**src/rtl/bcmc_pkg.sv**
```systemverilog
`timescale 1ns / 1ps
// Shared types and constants for the converter mode controller.
// Holds the transaction structs, mode and register codes, and reset values.
// Depends on nothing; every other file in rtl imports it.

package bcmc_pkg;

	// Number formats: voltages Q2.14, duties Q1.15.
	localparam int VOLTAGE_BITS   = 16;
	localparam int DUTY_FRAC_BITS = 15;
	localparam int CFG_W          = 16;
	localparam int CFG_IDX_W      = 3;

	// The quotient holds a voltage shifted up by the duty fraction.
	localparam int QUOT_W = VOLTAGE_BITS + DUTY_FRAC_BITS;

	// One percent of unity (1.0) in the voltage format, rounded to nearest.
	localparam int GUARD_LEVEL = ((1 << (VOLTAGE_BITS - 2)) + 50) / 100;

	// Unity duty in Q1.15.
	localparam logic [CFG_W-1:0] DUTY_ONE = CFG_W'(1 << DUTY_FRAC_BITS);

	// Register reset values.
	localparam logic [CFG_W-1:0] RST_PWM_PERIOD       = 16'd1000;
	localparam logic [CFG_W-1:0] RST_ENTRY_LEVEL      = 16'd819;
	localparam logic [CFG_W-1:0] RST_PRECHARGE_TARGET = 16'd3277;
	localparam logic [CFG_W-1:0] RST_PRECHARGE_STEP   = 16'd328;
	localparam logic [CFG_W-1:0] RST_MIN_ACTIVE_DUTY  = 16'd1638;
	localparam logic [CFG_W-1:0] RST_MAX_ACTIVE_DUTY  = 16'd31130;

	typedef enum logic [1:0] {
		MODE_IDLE      = 2'd0,
		MODE_PRECHARGE = 2'd1,
		MODE_ACTIVE    = 2'd2,
		MODE_FAULT     = 2'd3
	} mode_t;

	typedef enum logic [CFG_IDX_W-1:0] {
		REG_PWM_PERIOD       = 3'd0,
		REG_ENTRY_LEVEL      = 3'd1,
		REG_PRECHARGE_TARGET = 3'd2,
		REG_PRECHARGE_STEP   = 3'd3,
		REG_MIN_ACTIVE_DUTY  = 3'd4,
		REG_MAX_ACTIVE_DUTY  = 3'd5
	} cfg_reg_t;

	typedef struct packed {
		logic [VOLTAGE_BITS-1:0] pack_voltage;
		logic [VOLTAGE_BITS-1:0] bus_voltage;
		logic                    break_in_fault;
		logic                    over_temp_fault;
		logic                    fault_notice;
		logic                    power_direction;
	} tick_t;

	typedef struct packed {
		logic             pwm_enable;
		logic [CFG_W-1:0] ticks_phase_a;
		logic [CFG_W-1:0] ticks_phase_b;
		logic [1:0]       mode;
	} result_t;

endpackage

```
**src/rtl/bcmc_div.sv**
```systemverilog
`timescale 1ns / 1ps
// Restoring divider, one quotient bit per clock, for the voltage ratio.
// Computes (numer << DUTY_FRAC_BITS) / denom; depends on bcmc_pkg.

module bcmc_div import bcmc_pkg::*; (
	input  logic                    clk,
	input  logic                    arst_n,
	input  logic                    start,
	input  logic [VOLTAGE_BITS-1:0] numer,
	input  logic [VOLTAGE_BITS-1:0] denom,
	output logic                    done,
	output logic [QUOT_W-1:0]       quotient
);

	localparam int CNT_W = $clog2(QUOT_W);

	logic [QUOT_W-1:0]       dq_q;
	logic [VOLTAGE_BITS-1:0] rem_q;
	logic [VOLTAGE_BITS-1:0] den_q;
	logic [CNT_W-1:0]        cnt_q;
	logic                    busy_q;
	logic                    done_q;

	logic [VOLTAGE_BITS:0] trial;
	logic [VOLTAGE_BITS:0] diff;
	logic                  fits;

	// Bring down the next dividend bit and try a subtraction.
	assign trial = {rem_q, dq_q[QUOT_W-1]};
	assign fits  = trial >= {1'b0, den_q};
	assign diff  = trial - {1'b0, den_q};

	// Iteration control.
	always_ff @(posedge clk or negedge arst_n) begin
		if (!arst_n) begin
			busy_q <= 1'b0;
			done_q <= 1'b0;
			cnt_q  <= '0;
		end else begin
			done_q <= 1'b0;
			if (start) begin
				busy_q <= 1'b1;
				cnt_q  <= '0;
			end else if (busy_q) begin
				cnt_q <= cnt_q + 1'b1;
				if (cnt_q == CNT_W'(QUOT_W - 1)) begin
					busy_q <= 1'b0;
					done_q <= 1'b1;
				end
			end
		end
	end

	// Dividend shifts out at the top while quotient bits shift in at the bottom.
	always_ff @(posedge clk) begin
		if (start) begin
			dq_q  <= {numer, {DUTY_FRAC_BITS{1'b0}}};
			rem_q <= '0;
			den_q <= denom;
		end else if (busy_q) begin
			rem_q <= fits ? diff[VOLTAGE_BITS-1:0] : trial[VOLTAGE_BITS-1:0];
			dq_q  <= {dq_q[QUOT_W-2:0], fits};
		end
	end

	assign done     = done_q;
	assign quotient = dq_q;

endmodule

```
**src/rtl/bidirectional_converter_mode_control.sv**
```systemverilog
`timescale 1ns / 1ps
// Top level of the bidirectional converter mode controller.
// Uses bcmc_pkg for types and constants and bcmc_div for the voltage ratio.

// One tick transaction yields exactly one result transaction. A tick that
// is handled in idle, precharge or fault mode goes from the scale state to
// the output state. A tick handled in active mode runs the voltage ratio
// through a restoring divider that retires one quotient bit per cycle over
// 31 bits, then goes through the clamp, scale and output states; the
// near-zero voltage guard skips the division and goes straight to clamp.
// The output state loads the result once the slot is free or being emptied.
// tick_ready is high whenever the sequencer is waiting for work, even while
// an earlier result still waits to be taken. Register writes are taken on
// any cycle with cfg_wr_en high and must only be issued while the block is
// idle; unknown indexes are ignored. A fault latches until reset.

module bidirectional_converter_mode_control import bcmc_pkg::*; (
	input  logic                 clk,
	input  logic                 arst_n,
	input  logic                 tick_valid,
	output logic                 tick_ready,
	input  tick_t                tick,
	output logic                 result_valid,
	input  logic                 result_ready,
	output result_t              result,
	input  logic                 cfg_wr_en,
	input  logic [CFG_IDX_W-1:0] cfg_index,
	input  logic [CFG_W-1:0]     cfg_data
);

	localparam int PROD_W  = 2 * CFG_W + 1;
	localparam int SCALE_W = PROD_W - DUTY_FRAC_BITS;

	typedef enum logic [2:0] {
		ST_WAIT,
		ST_DIV,
		ST_CLAMP,
		ST_SCALE,
		ST_OUT
	} state_t;

	state_t  state_q;
	mode_t   mode_q;
	logic    dir_q;
	logic    enable_q;
	logic [CFG_W-1:0] duty_q;
	logic    result_valid_q;
	result_t result_q;

	logic [CFG_W-1:0] pwm_period_q;
	logic [CFG_W-1:0] entry_level_q;
	logic [CFG_W-1:0] precharge_target_q;
	logic [CFG_W-1:0] precharge_step_q;
	logic [CFG_W-1:0] min_active_duty_q;
	logic [CFG_W-1:0] max_active_duty_q;

	logic             guard_q;
	logic [CFG_W-1:0] guard_val_q;
	logic [PROD_W-1:0] prod_q;

	logic             accept;
	logic             result_load;
	mode_t            handler_mode;
	mode_t            next_mode;
	logic             next_enable;
	logic [CFG_W-1:0] handler_duty;
	logic [CFG_W-1:0] duty_base;
	logic [CFG_W:0]   ramp;
	logic             above_entry;

	logic [VOLTAGE_BITS-1:0] div_numer;
	logic [VOLTAGE_BITS-1:0] div_denom;
	logic                    guard;
	logic                    div_start;
	logic                    div_done;
	logic [QUOT_W-1:0]       div_quot;

	logic [QUOT_W-1:0]  clamp_src;
	logic [CFG_W-1:0]   clamped;
	logic [CFG_W-1:0]   duty_lim;
	logic [CFG_W:0]     period_p1;
	logic [PROD_W-1:0]  prod_d;
	logic [SCALE_W-1:0] scaled;
	logic [CFG_W-1:0]   ticks;

	assign tick_ready = (state_q == ST_WAIT);
	assign accept     = tick_valid && tick_ready;

	// The result register takes a new transaction once its slot is free or being emptied.
	assign result_load = (state_q == ST_OUT) && (!result_valid_q || result_ready);

	// Configuration registers.
	always_ff @(posedge clk or negedge arst_n) begin
		if (!arst_n) begin
			pwm_period_q       <= RST_PWM_PERIOD;
			entry_level_q      <= RST_ENTRY_LEVEL;
			precharge_target_q <= RST_PRECHARGE_TARGET;
			precharge_step_q   <= RST_PRECHARGE_STEP;
			min_active_duty_q  <= RST_MIN_ACTIVE_DUTY;
			max_active_duty_q  <= RST_MAX_ACTIVE_DUTY;
		end else if (cfg_wr_en) begin
			case (cfg_reg_t'(cfg_index))
				REG_PWM_PERIOD:       pwm_period_q       <= cfg_data;
				REG_ENTRY_LEVEL:      entry_level_q      <= cfg_data;
				REG_PRECHARGE_TARGET: precharge_target_q <= cfg_data;
				REG_PRECHARGE_STEP:   precharge_step_q   <= cfg_data;
				REG_MIN_ACTIVE_DUTY:  min_active_duty_q  <= cfg_data;
				REG_MAX_ACTIVE_DUTY:  max_active_duty_q  <= cfg_data;
				default: ;
			endcase
		end
	end

	// Mode decision for the offered tick: faults, direction change, handler.
	always_comb begin
		handler_mode = mode_q;
		duty_base    = duty_q;
		if (tick.fault_notice) begin
			handler_mode = MODE_FAULT;
		end
		if ((tick.power_direction != dir_q) && (handler_mode == MODE_ACTIVE)) begin
			handler_mode = MODE_PRECHARGE;
			duty_base    = '0;
		end
		if (tick.break_in_fault || tick.over_temp_fault) begin
			handler_mode = MODE_FAULT;
		end

		above_entry = (tick.pack_voltage > entry_level_q) ||
			(tick.bus_voltage > entry_level_q);
		ramp         = {1'b0, duty_base} + {1'b0, precharge_step_q};
		next_mode    = handler_mode;
		next_enable  = 1'b0;
		handler_duty = '0;

		case (handler_mode)
			MODE_IDLE: begin
				if (!tick.break_in_fault && above_entry) begin
					next_mode = MODE_PRECHARGE;
				end
			end
			MODE_PRECHARGE: begin
				next_enable  = 1'b1;
				handler_duty = (ramp > {1'b0, precharge_target_q}) ?
					precharge_target_q : ramp[CFG_W-1:0];
				if ((handler_duty >= precharge_target_q) && !tick.break_in_fault) begin
					next_mode = MODE_ACTIVE;
				end
			end
			MODE_ACTIVE: begin
				next_enable = 1'b1;
				if (!above_entry) begin
					next_mode = MODE_IDLE;
				end
			end
			default: begin
				next_mode = MODE_FAULT;
			end
		endcase
	end

	// Ratio operands follow the wanted direction: buck pack/bus, boost bus/pack.
	assign div_numer = tick.power_direction ? tick.bus_voltage  : tick.pack_voltage;
	assign div_denom = tick.power_direction ? tick.pack_voltage : tick.bus_voltage;
	assign guard     = div_denom <= VOLTAGE_BITS'(GUARD_LEVEL);
	assign div_start = accept && (handler_mode == MODE_ACTIVE) && !guard;

	bcmc_div u_div (
		.clk      (clk),
		.arst_n   (arst_n),
		.start    (div_start),
		.numer    (div_numer),
		.denom    (div_denom),
		.done     (div_done),
		.quotient (div_quot)
	);

	// Active clamp; the lower bound is tested first.
	assign clamp_src = guard_q ? QUOT_W'(guard_val_q) : div_quot;
	always_comb begin
		if (clamp_src < QUOT_W'(min_active_duty_q)) begin
			clamped = min_active_duty_q;
		end else if (clamp_src > QUOT_W'(max_active_duty_q)) begin
			clamped = max_active_duty_q;
		end else begin
			clamped = clamp_src[CFG_W-1:0];
		end
	end

	// Duty to compare ticks: limit to unity, scale by period plus one, cap.
	assign duty_lim  = (duty_q > DUTY_ONE) ? DUTY_ONE : duty_q;
	assign period_p1 = {1'b0, pwm_period_q} + 1'b1;
	assign prod_d    = PROD_W'(duty_lim) * PROD_W'(period_p1);
	assign scaled    = prod_q[PROD_W-1:DUTY_FRAC_BITS];
	always_comb begin
		if (pwm_period_q == '0) begin
			ticks = '0;
		end else if (scaled > SCALE_W'(pwm_period_q)) begin
			ticks = pwm_period_q;
		end else begin
			ticks = scaled[CFG_W-1:0];
		end
	end

	// Working values that need no reset.
	always_ff @(posedge clk) begin
		if (accept) begin
			guard_q     <= guard;
			guard_val_q <= tick.power_direction ? max_active_duty_q : min_active_duty_q;
		end
		if (state_q == ST_SCALE) begin
			prod_q <= prod_d;
		end
	end

	// Sequencer, controller state and the result register.
	always_ff @(posedge clk or negedge arst_n) begin
		if (!arst_n) begin
			state_q        <= ST_WAIT;
			mode_q         <= MODE_IDLE;
			dir_q          <= 1'b0;
			duty_q         <= '0;
			enable_q       <= 1'b0;
			result_valid_q <= 1'b0;
			result_q       <= '0;
		end else begin
			if (result_load) begin
				result_valid_q <= 1'b1;
			end else if (result_valid_q && result_ready) begin
				result_valid_q <= 1'b0;
			end
			case (state_q)
				ST_WAIT: begin
					if (tick_valid) begin
						mode_q   <= next_mode;
						dir_q    <= tick.power_direction;
						enable_q <= next_enable;
						if (handler_mode == MODE_ACTIVE) begin
							state_q <= guard ? ST_CLAMP : ST_DIV;
						end else begin
							duty_q  <= handler_duty;
							state_q <= ST_SCALE;
						end
					end
				end
				ST_DIV: begin
					if (div_done) begin
						state_q <= ST_CLAMP;
					end
				end
				ST_CLAMP: begin
					duty_q  <= clamped;
					state_q <= ST_SCALE;
				end
				ST_SCALE: begin
					state_q <= ST_OUT;
				end
				ST_OUT: begin
					// Load the result once the output slot is free or being emptied.
					if (result_load) begin
						result_q.pwm_enable    <= enable_q;
						result_q.ticks_phase_a <= ticks;
						result_q.ticks_phase_b <= ticks;
						result_q.mode          <= mode_q;
						state_q                <= ST_WAIT;
					end
				end
				default: begin
					state_q <= ST_WAIT;
				end
			endcase
		end
	end

	assign result_valid = result_valid_q;
	assign result       = result_q;

endmodule

```
**config.mk**
```make
export PLATFORM = sky130hd
export DESIGN_NAME = bidirectional_converter_mode_control
export DESIGN_NICKNAME = d
export VERILOG_FILES = /design/src/rtl/bcmc_pkg.sv /design/src/rtl/bcmc_div.sv /design/src/rtl/bidirectional_converter_mode_control.sv
export SDC_FILE = /design/constraint.sdc
export NUM_CORES = 1
export LEC_CHECK = 0
export BUFFER_PORTS_ARGS = -buffer_cell sky130_fd_sc_hd__buf_4
export CELL_PAD_IN_SITES_DETAIL_PLACEMENT = 0
export CELL_PAD_IN_SITES_GLOBAL_PLACEMENT = 1
export CORE_ASPECT_RATIO = 0.6
export CORE_MARGIN = 4
export CORE_UTILIZATION = 43
export DETAILED_ROUTE_END_ITERATION = 7
export PLACE_DENSITY = 0.73
export SLEW_MARGIN = 25
export SYNTH_ARGS = -nofsm -noshare
export SYNTH_HDL_FRONTEND = slang
export SYNTH_SLANG_ARGS = --single-unit
```
**constraint.sdc**
```tcl
create_clock -name clk -period 7.6 [get_ports clk]
set_input_delay 0.38 -clock clk [delete_from_list [all_inputs] [get_ports clk]]
set_output_delay 0.38 -clock clk [all_outputs]
set_load 0.03 [all_outputs]
```
# Yosys cells after proc, flatten, opt, wreduce, memory -nomap -nowiden

Cells that the tools add are included.

Flip-flop bits (word level): 259
Input bits: 60
Output and inout port bits: 37
Word-level logic and storage cells: 132

$add $sub $neg: 4
$mul: 1
Magnitude comparators: 10
Equality and inequality tests: 18
Muxes and demuxes: 42
Reductions and logical operators: 32

Operators with widths:

| kind                                                                    | count |
|---|---|
| 16-bit two-way mux                                                      | 14 |
| 31-bit two-way mux                                                      | 3 |
| 16-bit by 17-bit multiplier with 33-bit output                          | 1 |
| 16-bit greater-than comparator                                          | 2 |
| 16-bit one-hot mux with 2 select lines                                  | 1 |
| 31-bit by 16-bit greater-than comparator with 1-bit output              | 1 |
| 31-bit by 16-bit less-than comparator with 1-bit output                 | 1 |
| 18-bit by 16-bit greater-than comparator with 1-bit output              | 1 |
| 16-bit by 1-bit adder with 17-bit output (second input constant)        | 1 |
| 16-bit by 16-bit adder with 17-bit output                               | 1 |
| 17-bit by 16-bit greater-or-equal comparator with 1-bit output          | 1 |
| 17-bit by 16-bit greater-than comparator with 1-bit output              | 1 |
| 16-bit greater-or-equal comparator                                      | 1 |
| 16-bit greater-than comparator (second input constant)                  | 1 |
| 16-bit by 8-bit <= comparator with 1-bit output (second input constant) | 1 |
| 16-bit logical NOT                                                      | 1 |
| 2-bit two-way mux                                                       | 8 |
| 2-bit AND reduction                                                     | 8 |
| 16-bit subtractor                                                       | 1 |
| 3-bit one-hot mux with 5 select lines                                   | 1 |
| 3-bit by 2-bit == test with 1-bit output (second input constant)        | 4 |
| 5-bit two-way mux                                                       | 2 |
| 3-bit == test (second input constant)                                   | 3 |
| 1-bit two-way mux                                                       | 9 |
| other kinds (18)                                                        | 39 |

# Longest topological paths before layout

Gate-level depths: netlist of the first run.

Word-level depth: 11
Depth in mapped cells: 35
Gate-level depth less buffers: 30

# Modules after synthesis

Synthesis of the first run repeated with hierarchy kept, for this count alone.

Cell total of the unflattened synthesis: 2588
Area total of the unflattened synthesis: 24068.1 um2

Modules (own cells, without submodules):

| module                               | instances | cells an instance | area an instance (um2) | sequential area each (um2) |
|---|---|---|---|---|
| bidirectional_converter_mode_control | 1         | 2231              | 20395.8                | 4575.6 |
| bcmc_div                             | 1         | 357               | 3672.3                 | 1756.7 |

# Worst setup path before layout of the first run

Ideal clock, no wire load.

Kind: flip-flop to flip-flop
Start: reg pwm_period_q[3]
End: reg prod_q[31] (data pin)
Library setup time: 0.258 ns
Arrival: 7.055 ns
Data required time: 7.342 ns
Path slack: 0.287 ns
Stages on the path, launching flop included: 32
Buffers on the path: 2
Clock period less this slack: 7.313 ns
Path through: dfstp_2 inv_1 nor3_1 and3_1 and3_1 clkbuf_1 nand2_1 nor2_1 xnor2_1 clkbuf_1 nand2_1 fa_1 inv_1 fa_1 inv_1 fa_1 inv_1 fa_1 inv_1 fa_1 inv_1 fa_1 ha_1 nand2_1 nor3_1 o221a_2 o2111ai_2 a21oi_1 o21ai_1 a21oi_1 a31oi_1 xnor2_1

Longest elaborated chain between the ends: 2

RTL lines:

| what                                           | RTL line                                    | source |
|---|---|---|
| start: declaration                             | bidirectional_converter_mode_control.sv:50  | `logic [CFG_W-1:0] pwm_period_q;` |
| start signal: assignment                       | bidirectional_converter_mode_control.sv:103 | `REG_PWM_PERIOD: pwm_period_q <= cfg_data;` |
| 16-bit by 1-bit adder with 17-bit output       | bidirectional_converter_mode_control.sv:192 | `assign period_p1 = {1'b0, pwm_period_q} + 1'b1;` |
| 16-bit by 17-bit multiplier with 33-bit output | bidirectional_converter_mode_control.sv:193 | `assign prod_d = PROD_W'(duty_lim) * PROD_W'(period_p1);` |
| net prod_d[31]                                 | bidirectional_converter_mode_control.sv:82  | `logic [PROD_W-1:0] prod_d;` |
| end signal: assignment                         | bidirectional_converter_mode_control.sv:212 | `prod_q <= prod_d;` |
| end: declaration                               | bidirectional_converter_mode_control.sv:59  | `logic [PROD_W-1:0] prod_q;` |

The timed path passes the listed nets, and every way through them passes these cells.
A chain may end at the register's enable or synchronous reset.

# Worst setup path in the final report of the first run

Start: reg pwm_period_q[3]
End: reg prod_q[32] (data pin)

The elaborated chain is that of the path after synthesis.

==> results.json, run 1 <==
{
  "arrival_ns": 7.69,
  "power_switching_mw": 5.37,
  "globalplace.congestion": 0.958,
  "pwr-share-clk_pct": 11.7,
  "die-area_sq_um": 58800,
  "critPathRequiredTime_ns": 7.88,
  "netSwitchingFraction_pct": 48.4,
  "synth_area_leaders": "fa_1 (18%), ha_1 (13%), dfrtp_1 (12%)",
  "viasPerCell": 5.57,
  "ios": 97,
  "reg2reg_slack_ns": 0.20,
  "drc": 0,
  "setup_viol_count_final": 0,
  "tightest_slew_ns": 1.02,
  "firstDrtPassIters": 5,
  "dp_cells": 3325,
  "power_frac_seq_pct": 20.6,
  "fin_crit_sh_pct": 97.4,
  "fin_crit_ns": 7.40,
  "status": "finished clean",
  "combPwrFrac_pct": 67.8,
  "wl_per_cell_um": 22.3,
  "rows": 66,
  "synthTopCellsByCount": "inv_1 (354), nand2_1 (345), ha_1 (253)",
  "synth_flop_cell": "dfrtp_1",
  "p_leak_nw": 12.9,
  "relSlewSlack_pct": 31.7,
  "cap_violations": 0,
  "grt_max_degree": 84,
  "syn_nets": 3050,
  "grt_pass1_vias": 19000,
  "ctsRootBufferMaster": "clkbuf_16",
  "path_clk_slew_ns": 0.07,
  "start_kind": "flip-flop",
  "drive_gt1_share_pct": 15.8,
  "drt_wl_total_mm": 75.2,
  "die-height_um": 189,
  "yosysMostFrequentCell": "inv_1",
  "vias": 18800,
  "cts_buffers": 24,
  "cp-end-kind": "flip-flop",
  "die_w_um": 310,
  "fin_skew_ns": 0.0152,
  "fmax_mhz": 135,
  "yosysWarnings": 0,
  "syn_inst": 2528,
  "ys_types": 80,
  "synth-edff-count": 67,
  "cts_htree_levels": 1,
  "grt_overflow": 0,
  "synth_seq_cells": 244,
  "yosys.area.top_type": "fa_1",
  "power.density_nw_per_um2": 418,
  "synth_top_area_share_pct": 17.7,
  "critPathMaxStageDelay_ns": 0.57,
  "antenna_left": 0,
  "cts.sinks": 244,
  "antenna_found_initial": 2,
  "finalHoldViolations": 0,
  "vdd_drop_max_v": 0.000306,
  "portBuffers": 96,
  "synthArstFlopShare_pct": 59.8,
  "fin_tns_setup_ns": 0,
  "start_util_pct": 43.5,
  "p_int_mw": 5.73,
  "insertion_delay_ns": 0.55,
  "fin_nets": 3162,
  "drv_slew": 0,
  "syn_avg_cell_area_sq_um": 9.33,
  "cts_buffer_depth": 3,
  "grt_pass1_wl_mm": 116,
  "dp_hpwl_mm": 61.5,
  "coreArea_sq_um": 54200,
  "critPathKind": "flip-flop to flip-flop",
  "grtUsageTotal_pct": 25.9,
  "yosysSeqAreaShare_pct": 26.9,
  "cp_max_fo": 5,
  "netlist_area_sq_um": 23600,
  "syn2layout_area_growth_pct": 12.7,
  "cts_tree": "yes",
  "drt-initial-drc-count": 1828,
  "hold_class": "input pin to flip-flop",
  "crit_top_cell": "fa_1",
  "finalNonFillerCells": 3373,
  "crit_slowest_cell": "fa_1"
}
==> power by group through the flow <==
stage	clock network, mW	registers, mW	logic (mW)
floorplan	0	2.25	5.15
global placement	0	2.28	7.14
detailed placement	0	2.29	7.30
CTS	1.31	2.27	7.37
global route	1.37	2.33	8.45
finish	1.29	2.28	7.52
==> path summary, 6_finish.rpt <==
check | start | cells past startpoint | to
setup / recovery | pwm_period_q[3] | 26 | prod_q[32]
hold / removal | tick[3] | 3 | mode_q[1]
setup reg to reg | pwm_period_q[3] | 26 | prod_q[32]
hold reg to reg | u_div.rem_q[5] | 2 | u_div.rem_q[6]
max in group asynchronous | arst_n | 3 | result[2]
min in group asynchronous | arst_n | 2 | result[0]
==> layout by cell type, fill, tap and decap left out, types with 73 or more instances in the layout <==
| cell type | n |
|---|---|
| dfrtp_1 | 108 |
| nand2_1 | 344 |
| fa_1 | 209 |
| buf_4 | 197 |
| ha_1 | 252 |
| mux2_2 | 83 |
| inv_1 | 354 |
| mux2i_1 | 73 |
| o21ai_0 | 159 |
| nor2_1 | 130 |
==> routing by layer <==
metal,track usage [%],wire [um]
met5,0,27
met4,3.73,1180
met3,7.88,8310
met2,33.3,27800
met1,42.5,37900
==> cells by family (layout without fill, tap and decap cells) <==
kind of cell	Yosys count	count (layout)	synth area share, %
xor gates and xnor gates	65	65	2.41
AOI/OAI and AO/OA	395	395	10.4
other	0	1	0
adders and majority gates	462	462	31.2
buffers and inverters	474	604	7.92
muxes	157	157	7.13
DFF	244	244	26.9
and+or+nand+nor	731	731	14.1
==> state kept, by name, summed over array words and instances, names as in the netlist, 5 cells and up <==
name / count
duty_q: 16
entry_level_q: 16
guard_val_q: 16
max_active_duty_q: 16
min_active_duty_q: 16
precharge_step_q: 16
precharge_target_q: 16
prod_q: 18
pwm_period_q: 16
result: 19
u_div.cnt_q: 5
u_div.den_q: 16
u_div.quotient: 31
u_div.rem_q: 16
==> final cells by class <==
class                   count  area [sq um]
multi-input cells        1810         15600
inverters                 356          1340
diodes                      1          2.50
clock buffers              42           823
repair buffers            204          1580
clock inverters             2          12.5
fillers                  5126         27600
flip-flops and latches    244          6330
well taps                 714           893
==> metrics by stage <==
stage / utilization [%] / hold WS [ns] / cell area, sq um / total power [mW] / setup slack, ns
3_5_place_dp: 47.1 / 0.482 / 25500 / 9.59 / -0.221
2_1_floorplan: - / 0.0844 / 23600 / 7.40 / 0.287
4_1_cts: 48.7 / 0.106 / 26400 / 11.0 / 0.0243
3_3_place_gp: 47.1 / 0.472 / 25500 / 9.42 / 0.0366
5_1_grt: 49.0 / 0.138 / 26600 / 12.1 / -0.0677
6_report: 49.0 / 0.120 / 26600 / 11.1 / 0.199
==> worst max-delay path, delay by kind of cell, from the launching register on <==
family | cells | cell delay (ns)
flops | 1 | 0.53
compound gates | 8 | 1.84
buf+inv | 4 | 0.46
xor+xnor | 2 | 0.39
fa+ha+maj | 7 | 3.09
simple gates | 5 | 0.83
==> repair_timing <==
| action | CTS | global route |
|---|---|---|
| hold buffers | 1 | 0 |
| pin swaps | 0 | 9 |
| cloned | 0 | 0 |
| gates resized for setup | 5 | 29 |
| buffers inserted | 0 | 2 |
| hold endpoints to repair | 59 | 0 |
| setup endpoints to repair | 9 | 12 |
(Power assumes the default switching activity.)
==> run 2, diff against run 1 <==
Settings changed: MAX_ROUTING_LAYER from default to met4.
==> run 2 against run 1 <==
Effect of this change:
- combinational power fell by 1%
- critical path type unchanged
- global-route usage rose by 0.97 points
- non-clock buffer count fell by 2
- highest routed layer is now met4
- maximum frequency rose by 1.2%
- routed wire length rose by 0.24%
==> results.json, run 2 (synthesis results as in run 1) <==
{
  "cts_htree_levels": 1,
  "nFillCells": 5166,
  "tightest_slew_ns": 1.01,
  "layout_common_cells": "inv_1 (354), nand2_1 (344), ha_1 (252)",
  "crit_slowest_cell": "fa_1",
  "power_frac_seq_pct": 20.7,
  "grt_pass1_vias": 18700,
  "vias": 18900,
  "dp_hpwl_mm": 61.4,
  "cts.sinks": 244,
  "setup_viol_count_final": 0,
  "die_w_um": 310,
  "grt_overflow": 0,
  "vdd_drop_max_v": 0.000270,
  "crit_top_cell": "fa_1",
  "fmax_mhz": 137,
  "viasPerCell": 5.61,
  "fin_crit_sh_pct": 96.3,
  "ios": 97,
  "start_kind": "flip-flop",
  "grt_pass1_wl_mm": 117,
  "place_ws_ns": -0.0975,
  "cts_tree": "yes",
  "cts_buffer_depth": 3,
  "arrival_ns": 7.61,
  "firstDrtPassIters": 6,
  "critPathRequiredTime_ns": 7.90,
  "seqCellArea_sq_um": 6330,
  "globalplace.congestion": 0.976,
  "drt_wl_total_mm": 75.4,
  "drt-initial-drc-count": 1715,
  "cts_buffers": 24,
  "antenna_found_initial": 3,
  "p_leak_nw": 12.9,
  "combPwrFrac_pct": 66.8,
  "largest_reg_flops": 31,
  "total_power_mw": 11.1,
  "grtUsageTotal_pct": 26.9,
  "power_switching_mw": 5.37,
  "diodes": 0,
  "drive_gt1_share_pct": 15.5,
  "fin_crit_ns": 7.32,
  "drv_slew": 0,
  "power.density_nw_per_um2": 420,
  "ctsRootBufferMaster": "clkbuf_16",
  "insertion_delay_ns": 0.56,
  "hold_class": "input pin to flip-flop",
  "relSlewSlack_pct": 32.3,
  "coreArea_sq_um": 54200,
  "pwr-share-clk_pct": 12.5,
  "antenna_left": 0,
  "portBuffers": 96,
  "die-area_sq_um": 58800,
  "syn2layout_area_growth_pct": 12.6,
  "cap_violations": 0,
  "fin_skew_ns": 0.0231,
  "p_int_mw": 5.77,
  "drc": 0,
  "multi_input_area_sq_um": 15500,
  "wl_per_cell_um": 22.4,
  "final_util_pct": 49.0,
  "critPathMaxStageDelay_ns": 0.61,
  "grt_max_degree": 81,
  "start_util_pct": 43.5,
  "dp_cells": 3324,
  "finalNonFillerCells": 3370,
  "rows": 66,
  "cp-end-kind": "flip-flop",
  "finalHoldViolations": 0,
  "cp_max_fo": 5,
  "final_common_cell": "inv_1",
  "fin_nets": 3160,
  "die-height_um": 189,
  "setup_ws_ns": 0.283,
  "netSwitchingFraction_pct": 48.2,
  "path_clk_slew_ns": 0.07,
  "status": "finished clean",
  "critPathKind": "flip-flop to flip-flop"
}
-- run 2: path summary, 6_finish.rpt --
path                            startpoint                    to  slack, ns  depth (start not counted)
max                        pwm_period_q[3]            prod_q[27]       0.28                         25
min                                tick[3]             mode_q[1]       0.13                          3
max reg2reg                pwm_period_q[3]            prod_q[27]       0.28                         25
min reg2reg                 u_div.rem_q[2]        u_div.rem_q[3]       0.49                          2
max in group asynchronous           arst_n  max_active_duty_q[9]       5.68                          3
min in group asynchronous           arst_n        u_div.cnt_q[3]       0.46                          2
-- run 2: timing repair --
item / in CTS / in global routing
hold buffers: 1 / 0
gates cloned: 0 / 0
buffers inserted: 0 / 1
pin swaps: 1 / 2
endpoints found under the setup margin: 3 / 15
gates resized for setup: 2 / 23
hold endpoints to repair: 58 / 0
-- run 2: through the flow --
stage          instance area, sq um  hold WS, ns  setup TNS [ns]
4_1_cts                       26400        0.106               0
3_3_place_gp                  25500        0.472               0
5_1_grt                       26600        0.134         -0.0403
2_1_floorplan                 23600       0.0844               0
3_5_place_dp                  25500        0.481          -0.124
6_report                      26600        0.126               0
-- run 2: final cells by class --
cell class | count | share of cell area, %
multi-input combinational | 1810 | 58.5
tap | 714 | 3.36
clock buffer | 34 | 2.76
sequential | 244 | 23.9
timing repair buffer | 202 | 5.89
clock inverter | 10 | 0.598
inverter | 356 | 5.03
-- run 2: per-layer routing --
| layer | vias up | GRT usage (%) | part of all wire, % |
|---|---|---|---|
| met1 | 9516 | 44.7 | 52 |
| met2 | 714 | 33.6 | 37 |
| met5 | - | - | 0 |
| li1 | 8594 | - | - |
| met3 | 67 | 5.61 | 9.7 |
| met4 | 0 | 2.64 | 1.0 |
-- run 2: power by group through the flow --
stage                     Combinational (mW)  Clock [mW]  Sequential (mW)
final                                   7.44        1.39             2.31
after global routing                    8.36        1.46             2.36
after CTS                               7.27        1.40             2.30
after detailed placement                7.22           0             2.32
after global placement                  7.09           0             2.31
after floorplan                         5.15           0             2.25
-- run 2: worst max-delay path, delay by kind of cell (launching register included) --
| family | cells | cell delay (ns) |
|---|---|---|
| compound gates | 7 | 1.80 |
| simple gates | 6 | 0.92 |
| flops | 1 | 0.53 |
| buf+inv | 3 | 0.32 |
| fa+ha+maj | 7 | 3.12 |
| xor+xnor | 2 | 0.36 |
